**src/sv/rlcf_pkg.sv**
```systemverilog
// Shared types, constants and controller codes for the RGB linear colour fade.
package rlcf_pkg;

  // Field widths of the request and result items
  localparam int COLOUR_W = 8;
  localparam int STEP_W   = 7;

  // Defaults for the top-level parameters
  localparam int MAX_STEPS_DEF   = 64;
  localparam int COLOUR_BITS_DEF = 8;

  // One fade request
  typedef struct packed {
    logic [COLOUR_W-1:0] start_red;
    logic [COLOUR_W-1:0] start_green;
    logic [COLOUR_W-1:0] start_blue;
    logic [COLOUR_W-1:0] target_red;
    logic [COLOUR_W-1:0] target_green;
    logic [COLOUR_W-1:0] target_blue;
    logic [STEP_W-1:0]   step_total;
  } fade_req_t;

  // One step result
  typedef struct packed {
    logic [COLOUR_W-1:0] red_level;
    logic [COLOUR_W-1:0] green_level;
    logic [COLOUR_W-1:0] blue_level;
    logic                last_step;
  } fade_res_t;

  // Controller commands to the datapath
  typedef struct packed {
    logic load;
    logic div_step;
    logic emit;
  } fade_cmd_t;

  // Datapath status back to the controller
  typedef struct packed {
    logic req_zero;
    logic div_done;
    logic at_last;
    logic out_room;
  } fade_sts_t;

  // Controller states
  typedef enum logic [1:0] {
    ST_IDLE,
    ST_DIVIDE,
    ST_EMIT
  } fade_state_t;

endpackage

```
**src/sv/rgb_linear_colour_fade.sv**
```systemverilog
// Top level of the RGB linear colour fade generator.
//
// Usage: a fade request (start and target red, green, blue and a step count n)
// enters on the in_ channel; the block answers with n step results on the out_
// channel, each giving the three inverted compare levels, the last one marked
// by last_step. A step count of zero yields no result; counts above MAX_STEPS
// are clipped to MAX_STEPS.
// Sequence: the request is taken, then the three per-channel step sizes are
// found by bit-serial dividers over min(COLOUR_BITS, 8) quotient bits, then
// one result is produced per cycle into the output register while the
// receiver does not stall.
// in_stall stays high from the cycle after acceptance until the last result has
// been loaded; a new request may be taken while that last result still waits.
// A stalled receiver holds the current result and pauses the step sequence.
// Reset (rst_n low, synchronous) returns the block to idle and empties the
// output register.
module rgb_linear_colour_fade #(
  parameter int MAX_STEPS   = rlcf_pkg::MAX_STEPS_DEF,
  parameter int COLOUR_BITS = rlcf_pkg::COLOUR_BITS_DEF
) (
  input  logic                clk,
  input  logic                rst_n,
  input  logic                in_valid,
  output logic                in_stall,
  input  rlcf_pkg::fade_req_t in_data,
  output logic                out_valid,
  input  logic                out_stall,
  output rlcf_pkg::fade_res_t out_data
);
  import rlcf_pkg::*;

  fade_cmd_t cmd;
  fade_sts_t sts;

  // Sequence the request
  rlcf_ctrl u_ctrl (
    .clk      (clk),
    .rst_n    (rst_n),
    .in_valid (in_valid),
    .in_stall (in_stall),
    .sts      (sts),
    .cmd      (cmd)
  );

  // Divide, accumulate and hold results
  rlcf_datapath #(
    .MAX_STEPS   (MAX_STEPS),
    .COLOUR_BITS (COLOUR_BITS)
  ) u_datapath (
    .clk       (clk),
    .rst_n     (rst_n),
    .in_data   (in_data),
    .cmd       (cmd),
    .sts       (sts),
    .out_valid (out_valid),
    .out_stall (out_stall),
    .out_data  (out_data)
  );

  // At most one command at a time
  a_cmd_onehot: assert property (@(posedge clk) disable iff (!rst_n)
    $onehot0({cmd.load, cmd.div_step, cmd.emit}))
    else $error("controller issued overlapping commands");

  // Never overwrite a result that has not been taken
  a_emit_room: assert property (@(posedge clk) disable iff (!rst_n)
    (out_valid && out_stall) |-> !cmd.emit)
    else $error("result overwritten while stalled");

  // A non-empty request starts division next cycle
  a_load_divide: assert property (@(posedge clk) disable iff (!rst_n)
    (cmd.load && !sts.req_zero) |=> (cmd.div_step && in_stall))
    else $error("division did not follow request");

  // The final step ends the emission
  a_last_stop: assert property (@(posedge clk) disable iff (!rst_n)
    (cmd.emit && sts.at_last) |=> !cmd.emit)
    else $error("emission continued past the last step");

endmodule

```
**src/sv/rlcf_ctrl.sv**
```systemverilog
// Controller state machine: request intake, division sequencing and step emission.
module rlcf_ctrl (
  input  logic                clk,
  input  logic                rst_n,
  input  logic                in_valid,
  output logic                in_stall,
  input  rlcf_pkg::fade_sts_t sts,
  output rlcf_pkg::fade_cmd_t cmd
);
  import rlcf_pkg::*;

  fade_state_t state_r, state_nxt;

  // State register
  always_ff @(posedge clk) begin
    if (!rst_n) begin
      state_r <= ST_IDLE;
    end else begin
      state_r <= state_nxt;
    end
  end

  // Next state and commands
  always_comb begin
    state_nxt = state_r;
    cmd       = '0;
    in_stall  = 1'b1;
    case (state_r)
      ST_IDLE: begin
        in_stall = 1'b0;
        if (in_valid) begin
          cmd.load = 1'b1;
          // a request with no steps produces nothing
          if (!sts.req_zero) state_nxt = ST_DIVIDE;
        end
      end
      ST_DIVIDE: begin
        cmd.div_step = 1'b1;
        if (sts.div_done) state_nxt = ST_EMIT;
      end
      ST_EMIT: begin
        if (sts.out_room) begin
          cmd.emit = 1'b1;
          if (sts.at_last) state_nxt = ST_IDLE;
        end
      end
      default: state_nxt = ST_IDLE;
    endcase
  end

endmodule

```
**src/sv/rlcf_datapath.sv**
```systemverilog
// Datapath: per-channel step dividers, offset accumulators and result register.
module rlcf_datapath #(
  parameter int MAX_STEPS   = rlcf_pkg::MAX_STEPS_DEF,
  parameter int COLOUR_BITS = rlcf_pkg::COLOUR_BITS_DEF
) (
  input  logic                clk,
  input  logic                rst_n,
  input  rlcf_pkg::fade_req_t in_data,
  input  rlcf_pkg::fade_cmd_t cmd,
  output rlcf_pkg::fade_sts_t sts,
  output logic                out_valid,
  input  logic                out_stall,
  output rlcf_pkg::fade_res_t out_data
);
  import rlcf_pkg::*;

  // Colour value width inside the block, step count width, division bit count width
  localparam int VW = (COLOUR_BITS < COLOUR_W) ? COLOUR_BITS : COLOUR_W;
  localparam int NW = $clog2(MAX_STEPS + 1);
  localparam int BW = $clog2(VW);

  logic [VW-1:0] start_r  [3];
  logic          down_r   [3];
  logic [VW-1:0] quo_r    [3];   // dividend on load, step size once divided
  logic [NW-1:0] rem_r    [3];
  logic [VW-1:0] offset_r [3];
  logic [NW-1:0] n_r;
  logic [NW-1:0] k_r;
  logic [BW-1:0] bitcnt_r;
  logic          out_valid_r;
  fade_res_t     out_data_r;

  logic [VW-1:0] start_in  [3];
  logic [VW-1:0] target_in [3];
  logic [VW-1:0] dist_in   [3];
  logic          down_in   [3];
  logic [NW-1:0] n_in;
  logic [NW:0]   trial     [3];
  logic          ge        [3];
  logic [NW-1:0] rem_nxt   [3];
  logic [VW-1:0] quo_nxt   [3];
  logic [VW-1:0] offset_nxt[3];
  logic [VW-1:0] level     [3];
  logic [VW-1:0] inv       [3];

  // Take channel values in their low colour bits and form distances
  always_comb begin
    start_in[0]  = in_data.start_red[VW-1:0];
    start_in[1]  = in_data.start_green[VW-1:0];
    start_in[2]  = in_data.start_blue[VW-1:0];
    target_in[0] = in_data.target_red[VW-1:0];
    target_in[1] = in_data.target_green[VW-1:0];
    target_in[2] = in_data.target_blue[VW-1:0];
    for (int l = 0; l < 3; l++) begin
      down_in[l] = start_in[l] > target_in[l];
      dist_in[l] = down_in[l] ? (start_in[l] - target_in[l])
                              : (target_in[l] - start_in[l]);
    end
  end

  // Saturate the step count
  always_comb begin
    if (in_data.step_total > STEP_W'(MAX_STEPS)) begin
      n_in = NW'(MAX_STEPS);
    end else begin
      n_in = NW'(in_data.step_total);
    end
  end

  // One restoring division bit per lane per cycle
  always_comb begin
    for (int l = 0; l < 3; l++) begin
      trial[l]   = {rem_r[l], quo_r[l][VW-1]};
      ge[l]      = trial[l] >= {1'b0, n_r};
      rem_nxt[l] = ge[l] ? NW'(trial[l] - {1'b0, n_r}) : NW'(trial[l]);
      quo_nxt[l] = {quo_r[l][VW-2:0], ge[l]};
    end
  end

  // Advance offsets and invert the levels for an active-low compare
  always_comb begin
    for (int l = 0; l < 3; l++) begin
      offset_nxt[l] = offset_r[l] + quo_r[l];
      level[l]      = down_r[l] ? (start_r[l] - offset_nxt[l])
                                : (start_r[l] + offset_nxt[l]);
      inv[l]        = ~level[l];
    end
  end

  // Lane registers
  always_ff @(posedge clk) begin
    if (cmd.load) begin
      for (int l = 0; l < 3; l++) begin
        start_r[l]  <= start_in[l];
        down_r[l]   <= down_in[l];
        quo_r[l]    <= dist_in[l];
        rem_r[l]    <= '0;
        offset_r[l] <= '0;
      end
      n_r      <= n_in;
      bitcnt_r <= '0;
    end else if (cmd.div_step) begin
      for (int l = 0; l < 3; l++) begin
        quo_r[l] <= quo_nxt[l];
        rem_r[l] <= rem_nxt[l];
      end
      bitcnt_r <= bitcnt_r + 1'b1;
    end else if (cmd.emit) begin
      for (int l = 0; l < 3; l++) begin
        offset_r[l] <= offset_nxt[l];
      end
    end
  end

  // Step counter
  always_ff @(posedge clk) begin
    if (!rst_n) begin
      k_r <= '0;
    end else if (cmd.load) begin
      k_r <= '0;
    end else if (cmd.emit) begin
      k_r <= k_r + 1'b1;
    end
  end

  // Result register: load on emit, drop once taken
  always_ff @(posedge clk) begin
    if (!rst_n) begin
      out_valid_r <= 1'b0;
    end else if (cmd.emit) begin
      out_valid_r <= 1'b1;
    end else if (!out_stall) begin
      out_valid_r <= 1'b0;
    end
  end

  always_ff @(posedge clk) begin
    if (cmd.emit) begin
      out_data_r.red_level   <= COLOUR_W'(inv[0]);
      out_data_r.green_level <= COLOUR_W'(inv[1]);
      out_data_r.blue_level  <= COLOUR_W'(inv[2]);
      out_data_r.last_step   <= sts.at_last;
    end
  end

  // Status to the controller
  always_comb begin
    sts.req_zero = in_data.step_total == '0;
    sts.div_done = bitcnt_r == BW'(VW - 1);
    sts.at_last  = ({1'b0, k_r} + 1'b1) == {1'b0, n_r};
    sts.out_room = !out_valid_r || !out_stall;
  end

  assign out_valid = out_valid_r;
  assign out_data  = out_data_r;

endmodule
```
**config.mk**
```make
export PLATFORM = sky130hd
export DESIGN_NAME = rgb_linear_colour_fade
export DESIGN_NICKNAME = d
export VERILOG_FILES = /design/src/sv/rlcf_pkg.sv /design/src/sv/rgb_linear_colour_fade.sv /design/src/sv/rlcf_ctrl.sv /design/src/sv/rlcf_datapath.sv
export SDC_FILE = /design/constraint.sdc
export NUM_CORES = 1
export LEC_CHECK = 0
export ABC_AREA = 0
export BUFFER_PORTS_ARGS = -buffer_cell sky130_fd_sc_hd__buf_2
export CAP_MARGIN = 40
export CORE_MARGIN = 2
export CORE_UTILIZATION = 55
export DETAILED_ROUTE_END_ITERATION = 10
export GPL_ROUTABILITY_DRIVEN = 0
export PLACE_DENSITY_LB_ADDON = 0.2
export SLEW_MARGIN = 15
export SYNTH_ARGS = -nofsm -noshare
export SYNTH_HDL_FRONTEND = slang
export SYNTH_SLANG_ARGS = --single-unit
```
**constraint.sdc**
```tcl
create_clock -name clk -period 5 [get_ports clk]
set_input_delay 0.5 -clock clk [delete_from_list [all_inputs] [get_ports clk]]
set_output_delay 0.5 -clock clk [all_outputs]
set_load 0.01 [all_outputs]
```
==> impl.org <==
** Logic synthesis
- Cell Area, Synth :: 10100 µm²
- Synthesis handed over a netlist of about 990 instances.
- Syn. warnings :: 0
- In this run, synthesis produced a sequential element count of 141.
- In the synthesized netlist the dominant register cell turns out to be sky130_fd_sc_hd__edfxtp_1.
- Counting flops with a built-in enable in the synthesized netlist gives 128.
- Average instance area after synthesis :: 10.2 µm²
- Sequential area share after synthesis :: 0.405
- Synth unique cells :: 66
- Syn nets :: approximately 1200
- Async set-reset flop share out of synthesis :: 0

** STA
- Slew at the pin closest to its max-slew limit :: 0.760 ns
- For the final database, setup skew stands at between 0.008 and 0.009 ns.
- Final max-slew violation count :: 0
- Setup violations remaining at the end of the flow were counted as 0.
- After layout, the worst setup slack is ~1.3 ns.
- After routing, the total negative slack on setup checks comes to 0 ns.
- Relative max-transition margin :: 0.491
- Maximum frequency from static timing analysis :: about 0.27 GHz
- After layout, the minimum clock period comes to between 3 and 4 ns.
- Setup repair after global routing left no endpoint under its margin.
- In the finished design, the share of the clock period the worst path needs comes to 0.748.
- The number of hold-slack violations in the final timing report is 0.

** Setup path
- STA classifies the critical path endpoint as a flop.
- Worst path max stage delay :: 0.43 ns
- Critical path cell sequence :: ha_1, fa_1, a211oi_1, nor2_1, xnor2_1, and3_1, nor2_1, xor2_1, ha_1, or2_2, a21oi_1, a31oi_1, xor2_1, xnor3_1
- Top delay family on crit path :: adder cells
- Of all nets on the critical path, the largest fanout is 4.
- Required time of the critical path :: 5.17 ns
- The worst register-to-register path has a setup slack of about 1.3 ns.
- Crit path max-delay cell type :: sky130_fd_sc_hd__fa_1
- The worst setup path is launched from a flop.
- The critical path in this run is classified as flop to flop.
- Number of buffers and inverters on the critical path :: 0
- At the worst endpoint, the arrival time is 3.90 ns.

** Finish
- Of the cells placed in the final design, the portion with a size suffix greater than 1 is 0.131.
- The layout has between 1500 and 2000 filler cells.
- The area growth from synthesis to layout is 13.0%.
- Antenna diode instance count :: 0
- For this run, the post-layout net count is between 1000 and 1500.

** Floorplan
- Core region area :: between 15000 and 20000 µm²
- The floorplan step set the die width to about 140 µm.
- Starting Density :: 0.562
- The die covers roughly 20000 µm².
- The floorplan has between 40 and 50 rows.
- In this run the vertical extent of the chip is roughly 140 µm.
- During I/O placement, the number of pins put on the boundary was 86.

** Run status
- Status :: finished, final reports clean

** Clock tree
- The clock net in this run drives a total of around 140 sinks.
- Clock latency on the worst-skew pair, taken at its later pin, is 0.43 ns.
- The number of clock buffers added by TritonCTS is 17.
- In this run, post-CTS repair resized a total of 0 instances.
- Clock-pin slew was measured on the worst setup and hold paths at about 0.060 ns.
- TritonCTS clock tree :: built
- The H-tree was split into 4 levels.
- Maximum count of clock buffers along a single path :: 2
- In this run, post-CTS hold repair placed 0 buffers.
- In this run the clock root is driven by a sky130_fd_sc_hd__clkbuf_16.
- Post-CTS repair timing setup buffer count :: 0

** Routing
- The detailed router finished its first iteration with just under 500 violations.
- In the final routed layout, each cell accounts on average for 15.8 µm.
- The first detailed-routing pass ran for 6 iterations.
- For this block, the routed nets add up to roughly 21 mm of wire.
- Via Count :: around 7500
- Using the TritonRoute via totals, the vias-per-cell ratio works out to approximately 5.6.
- Post-detailed-route count of antenna-violating nets :: 0
- Detailed-route DRC error count :: 0

** Power
- Highest ir drop seen on vdd :: about 0.00028 V
- Leakage dissipation :: roughly 0.005 µW
- For this design the ratio of total power to cell area is approximately 390 nW/µm².

** Placement
- Summed over all nets, the half-perimeter wirelength after detailed placement is between 15 and 20 mm.
- Buffers placed on the I/O ports in this run total 85.
- OpenSTA, run right after detailed placement, puts the worst setup slack at ~1.3 ns.

** Global routing
- Pin count of the biggest net entering global routing :: 52
- Number of antenna violations at the first check in global routing :: 0
- Aggregate global routing overflow :: 0
- First-pass GRT wire length :: about 34 mm
- GRT Overall Usage :: 0.217
- Vias in the first global route :: between 7000 and 8000

** Flow run
- Max_cap viols :: 0

** Hold path
- Hold crit path type :: input pin to flop
path summary, 6_finish.rpt:
kind                           startpoint                        end  depth (start not counted)
setup / recovery  u_datapath.quo_r[0][16]     u_datapath.out_data[8]                         14
hold / removal                in_data[46]  u_datapath.start_r[0][15]                          1
setup reg to reg  u_datapath.quo_r[0][16]     u_datapath.out_data[8]                         14
hold reg to reg    u_datapath.bitcnt_r[1]     u_datapath.bitcnt_r[1]                          2
logic make-up after synthesis:
| logic type | after synthesis | share of synthesized area |
|---|---|---|
| AO/OA/AOI/OAI | 200 | 0.130 |
| XOR/XNOR | 90 | 0.0820 |
| adder cells (fa/ha/maj) | 129 | 0.171 |
| buffers and inverters | 113 | 0.0435 |
| flip-flops | 141 | 0.405 |
| multiplexers | 32 | 0.0336 |
| AND/OR/NAND/NOR | 284 | 0.135 |
where the power goes:
| part | total [µW] | internal (µW) | switching [µW] |
|---|---|---|---|
| combinational | 1630 | 734 | 901 |
| clock | 1270 | 779 | 495 |
| sequential | 1550 | 1480 | 67.7 |
through the flow:
stage | power [µW] | instance area, µm² | hold WS [ns] | util | cells
after floorplan | 2830 | 10100 | 0.440 | - | 989
after global placement | 3150 | 10800 | 0.446 | 0.600 | 1292
after detailed placement | 3190 | 10800 | 0.460 | 0.601 | 1293
after CTS | 4470 | 11400 | 0.278 | 0.634 | 1325
after global routing | 4730 | 11400 | 0.272 | 0.634 | 1325
final | 4460 | 11400 | 0.289 | 0.634 | 1325
worst register-to-register path, stage by stage, from the launching register on:
cell and delay [ns]:
sky130_fd_sc_hd__edfxtp_1 0.41, sky130_fd_sc_hd__ha_1 0.23, sky130_fd_sc_hd__fa_1 0.43, sky130_fd_sc_hd__a211oi_1 0.25
sky130_fd_sc_hd__nor2_1 0.10, sky130_fd_sc_hd__xnor2_1 0.34, sky130_fd_sc_hd__and3_1 0.24, sky130_fd_sc_hd__nor2_1 0.05
sky130_fd_sc_hd__xor2_1 0.15, sky130_fd_sc_hd__ha_1 0.33, sky130_fd_sc_hd__or2_2 0.31, sky130_fd_sc_hd__a21oi_1 0.16
sky130_fd_sc_hd__a31oi_1 0.07, sky130_fd_sc_hd__xor2_1 0.17, sky130_fd_sc_hd__xnor3_1 0.23
registers in the layout, summed over array words and instances, names as in the netlist:
signal                count
u_datapath.quo_r         24
u_datapath.out_valid      1
u_datapath.start_r       24
u_datapath.offset_r      24
u_ctrl.state_r            2
u_datapath.rem_r         21
u_datapath.out_data      25
u_datapath.bitcnt_r       3
u_datapath.down_r         3
u_datapath.n_r            7
u_datapath.k_r            7
synthesized netlist by cell type (all sizes together), types with 4 or more instances:
cell type / instances / area (µm²)
edfxtp: 128 / 3840
nor2: 115 / 432
ha: 114 / 1430
inv: 95 / 359
a21oi: 53 / 265
o21ai: 52 / 272
nand2: 45 / 169
xnor2: 44 / 385
xor2: 43 / 377
nor2b: 23 / 144
nor3: 23 / 115
mux2i: 22 / 220
nand2b: 19 / 119
fa: 15 / 300
a31oi: 14 / 87.6
dfxtp: 13 / 260
nand4: 13 / 81.3
a211oi: 12 / 95.1
a21o: 11 / 82.6
nand3: 11 / 55.1
o21a: 11 / 82.6
a21boi: 10 / 75.1
clkbuf: 10 / 37.5
mux2: 10 / 120
and3: 7 / 43.8
buf: 7 / 40.0
nor3b: 7 / 52.6
a2111oi: 6 / 58.8
o311a: 6 / 60.1
a211o: 4 / 35.0
nand3b: 4 / 30.0
o31ai: 4 / 30.0
cell usage in the layout, fill, tap and decap left out, types with 6 or more instances in the layout:
cell and n:
sky130_fd_sc_hd__o21ai_1 8, sky130_fd_sc_hd__dfxtp_1 13, sky130_fd_sc_hd__nand4_1 13, sky130_fd_sc_hd__a21o_1 11
sky130_fd_sc_hd__nor3_1 23, sky130_fd_sc_hd__o311a_1 6, sky130_fd_sc_hd__nand2b_1 18, sky130_fd_sc_hd__xnor2_1 44
sky130_fd_sc_hd__nor2_1 115, sky130_fd_sc_hd__mux2_2 8, sky130_fd_sc_hd__edfxtp_1 128, sky130_fd_sc_hd__mux2i_1 22
sky130_fd_sc_hd__buf_4 6, sky130_fd_sc_hd__buf_2 85, sky130_fd_sc_hd__a31oi_1 14, sky130_fd_sc_hd__ha_1 114
sky130_fd_sc_hd__o21a_1 11, sky130_fd_sc_hd__nand3_1 11, sky130_fd_sc_hd__and3_1 7, sky130_fd_sc_hd__nor3b_1 7
sky130_fd_sc_hd__inv_1 94, sky130_fd_sc_hd__a21oi_1 53, sky130_fd_sc_hd__clkbuf_16 21, sky130_fd_sc_hd__fa_1 15
sky130_fd_sc_hd__a211oi_1 11, sky130_fd_sc_hd__o21ai_0 43, sky130_fd_sc_hd__nor2b_1 22, sky130_fd_sc_hd__nand2_1 44
sky130_fd_sc_hd__xor2_1 43
metal layers:
layer | part of all wire | vias to the layer above | wire, µm | GRT usage
met1 | 0.45 | 3542 | 9500 | 0.285
met4 | 0.019 | 0 | 387 | 0.0689
met2 | 0.49 | 169 | 10200 | 0.367
li1 | - | 3723 | - | -
met5 | 0 | - | 0 | 0
met3 | 0.041 | 30 | 854 | 0.0396
area by class of cell:
class | count | area (µm²) | share of cell area
clock buffers | 25 | 561 | 0.0490
flip-flops and latches | 141 | 4100 | 0.359
inverters | 96 | 363 | 0.0317
clock inverters | 7 | 43.8 | 0.00383
well taps | 229 | 287 | 0.0251
multi-input cells | 735 | 5590 | 0.489
repair buffers | 92 | 490 | 0.0429
No activity file was read; power rests on OpenSTA's default activity.
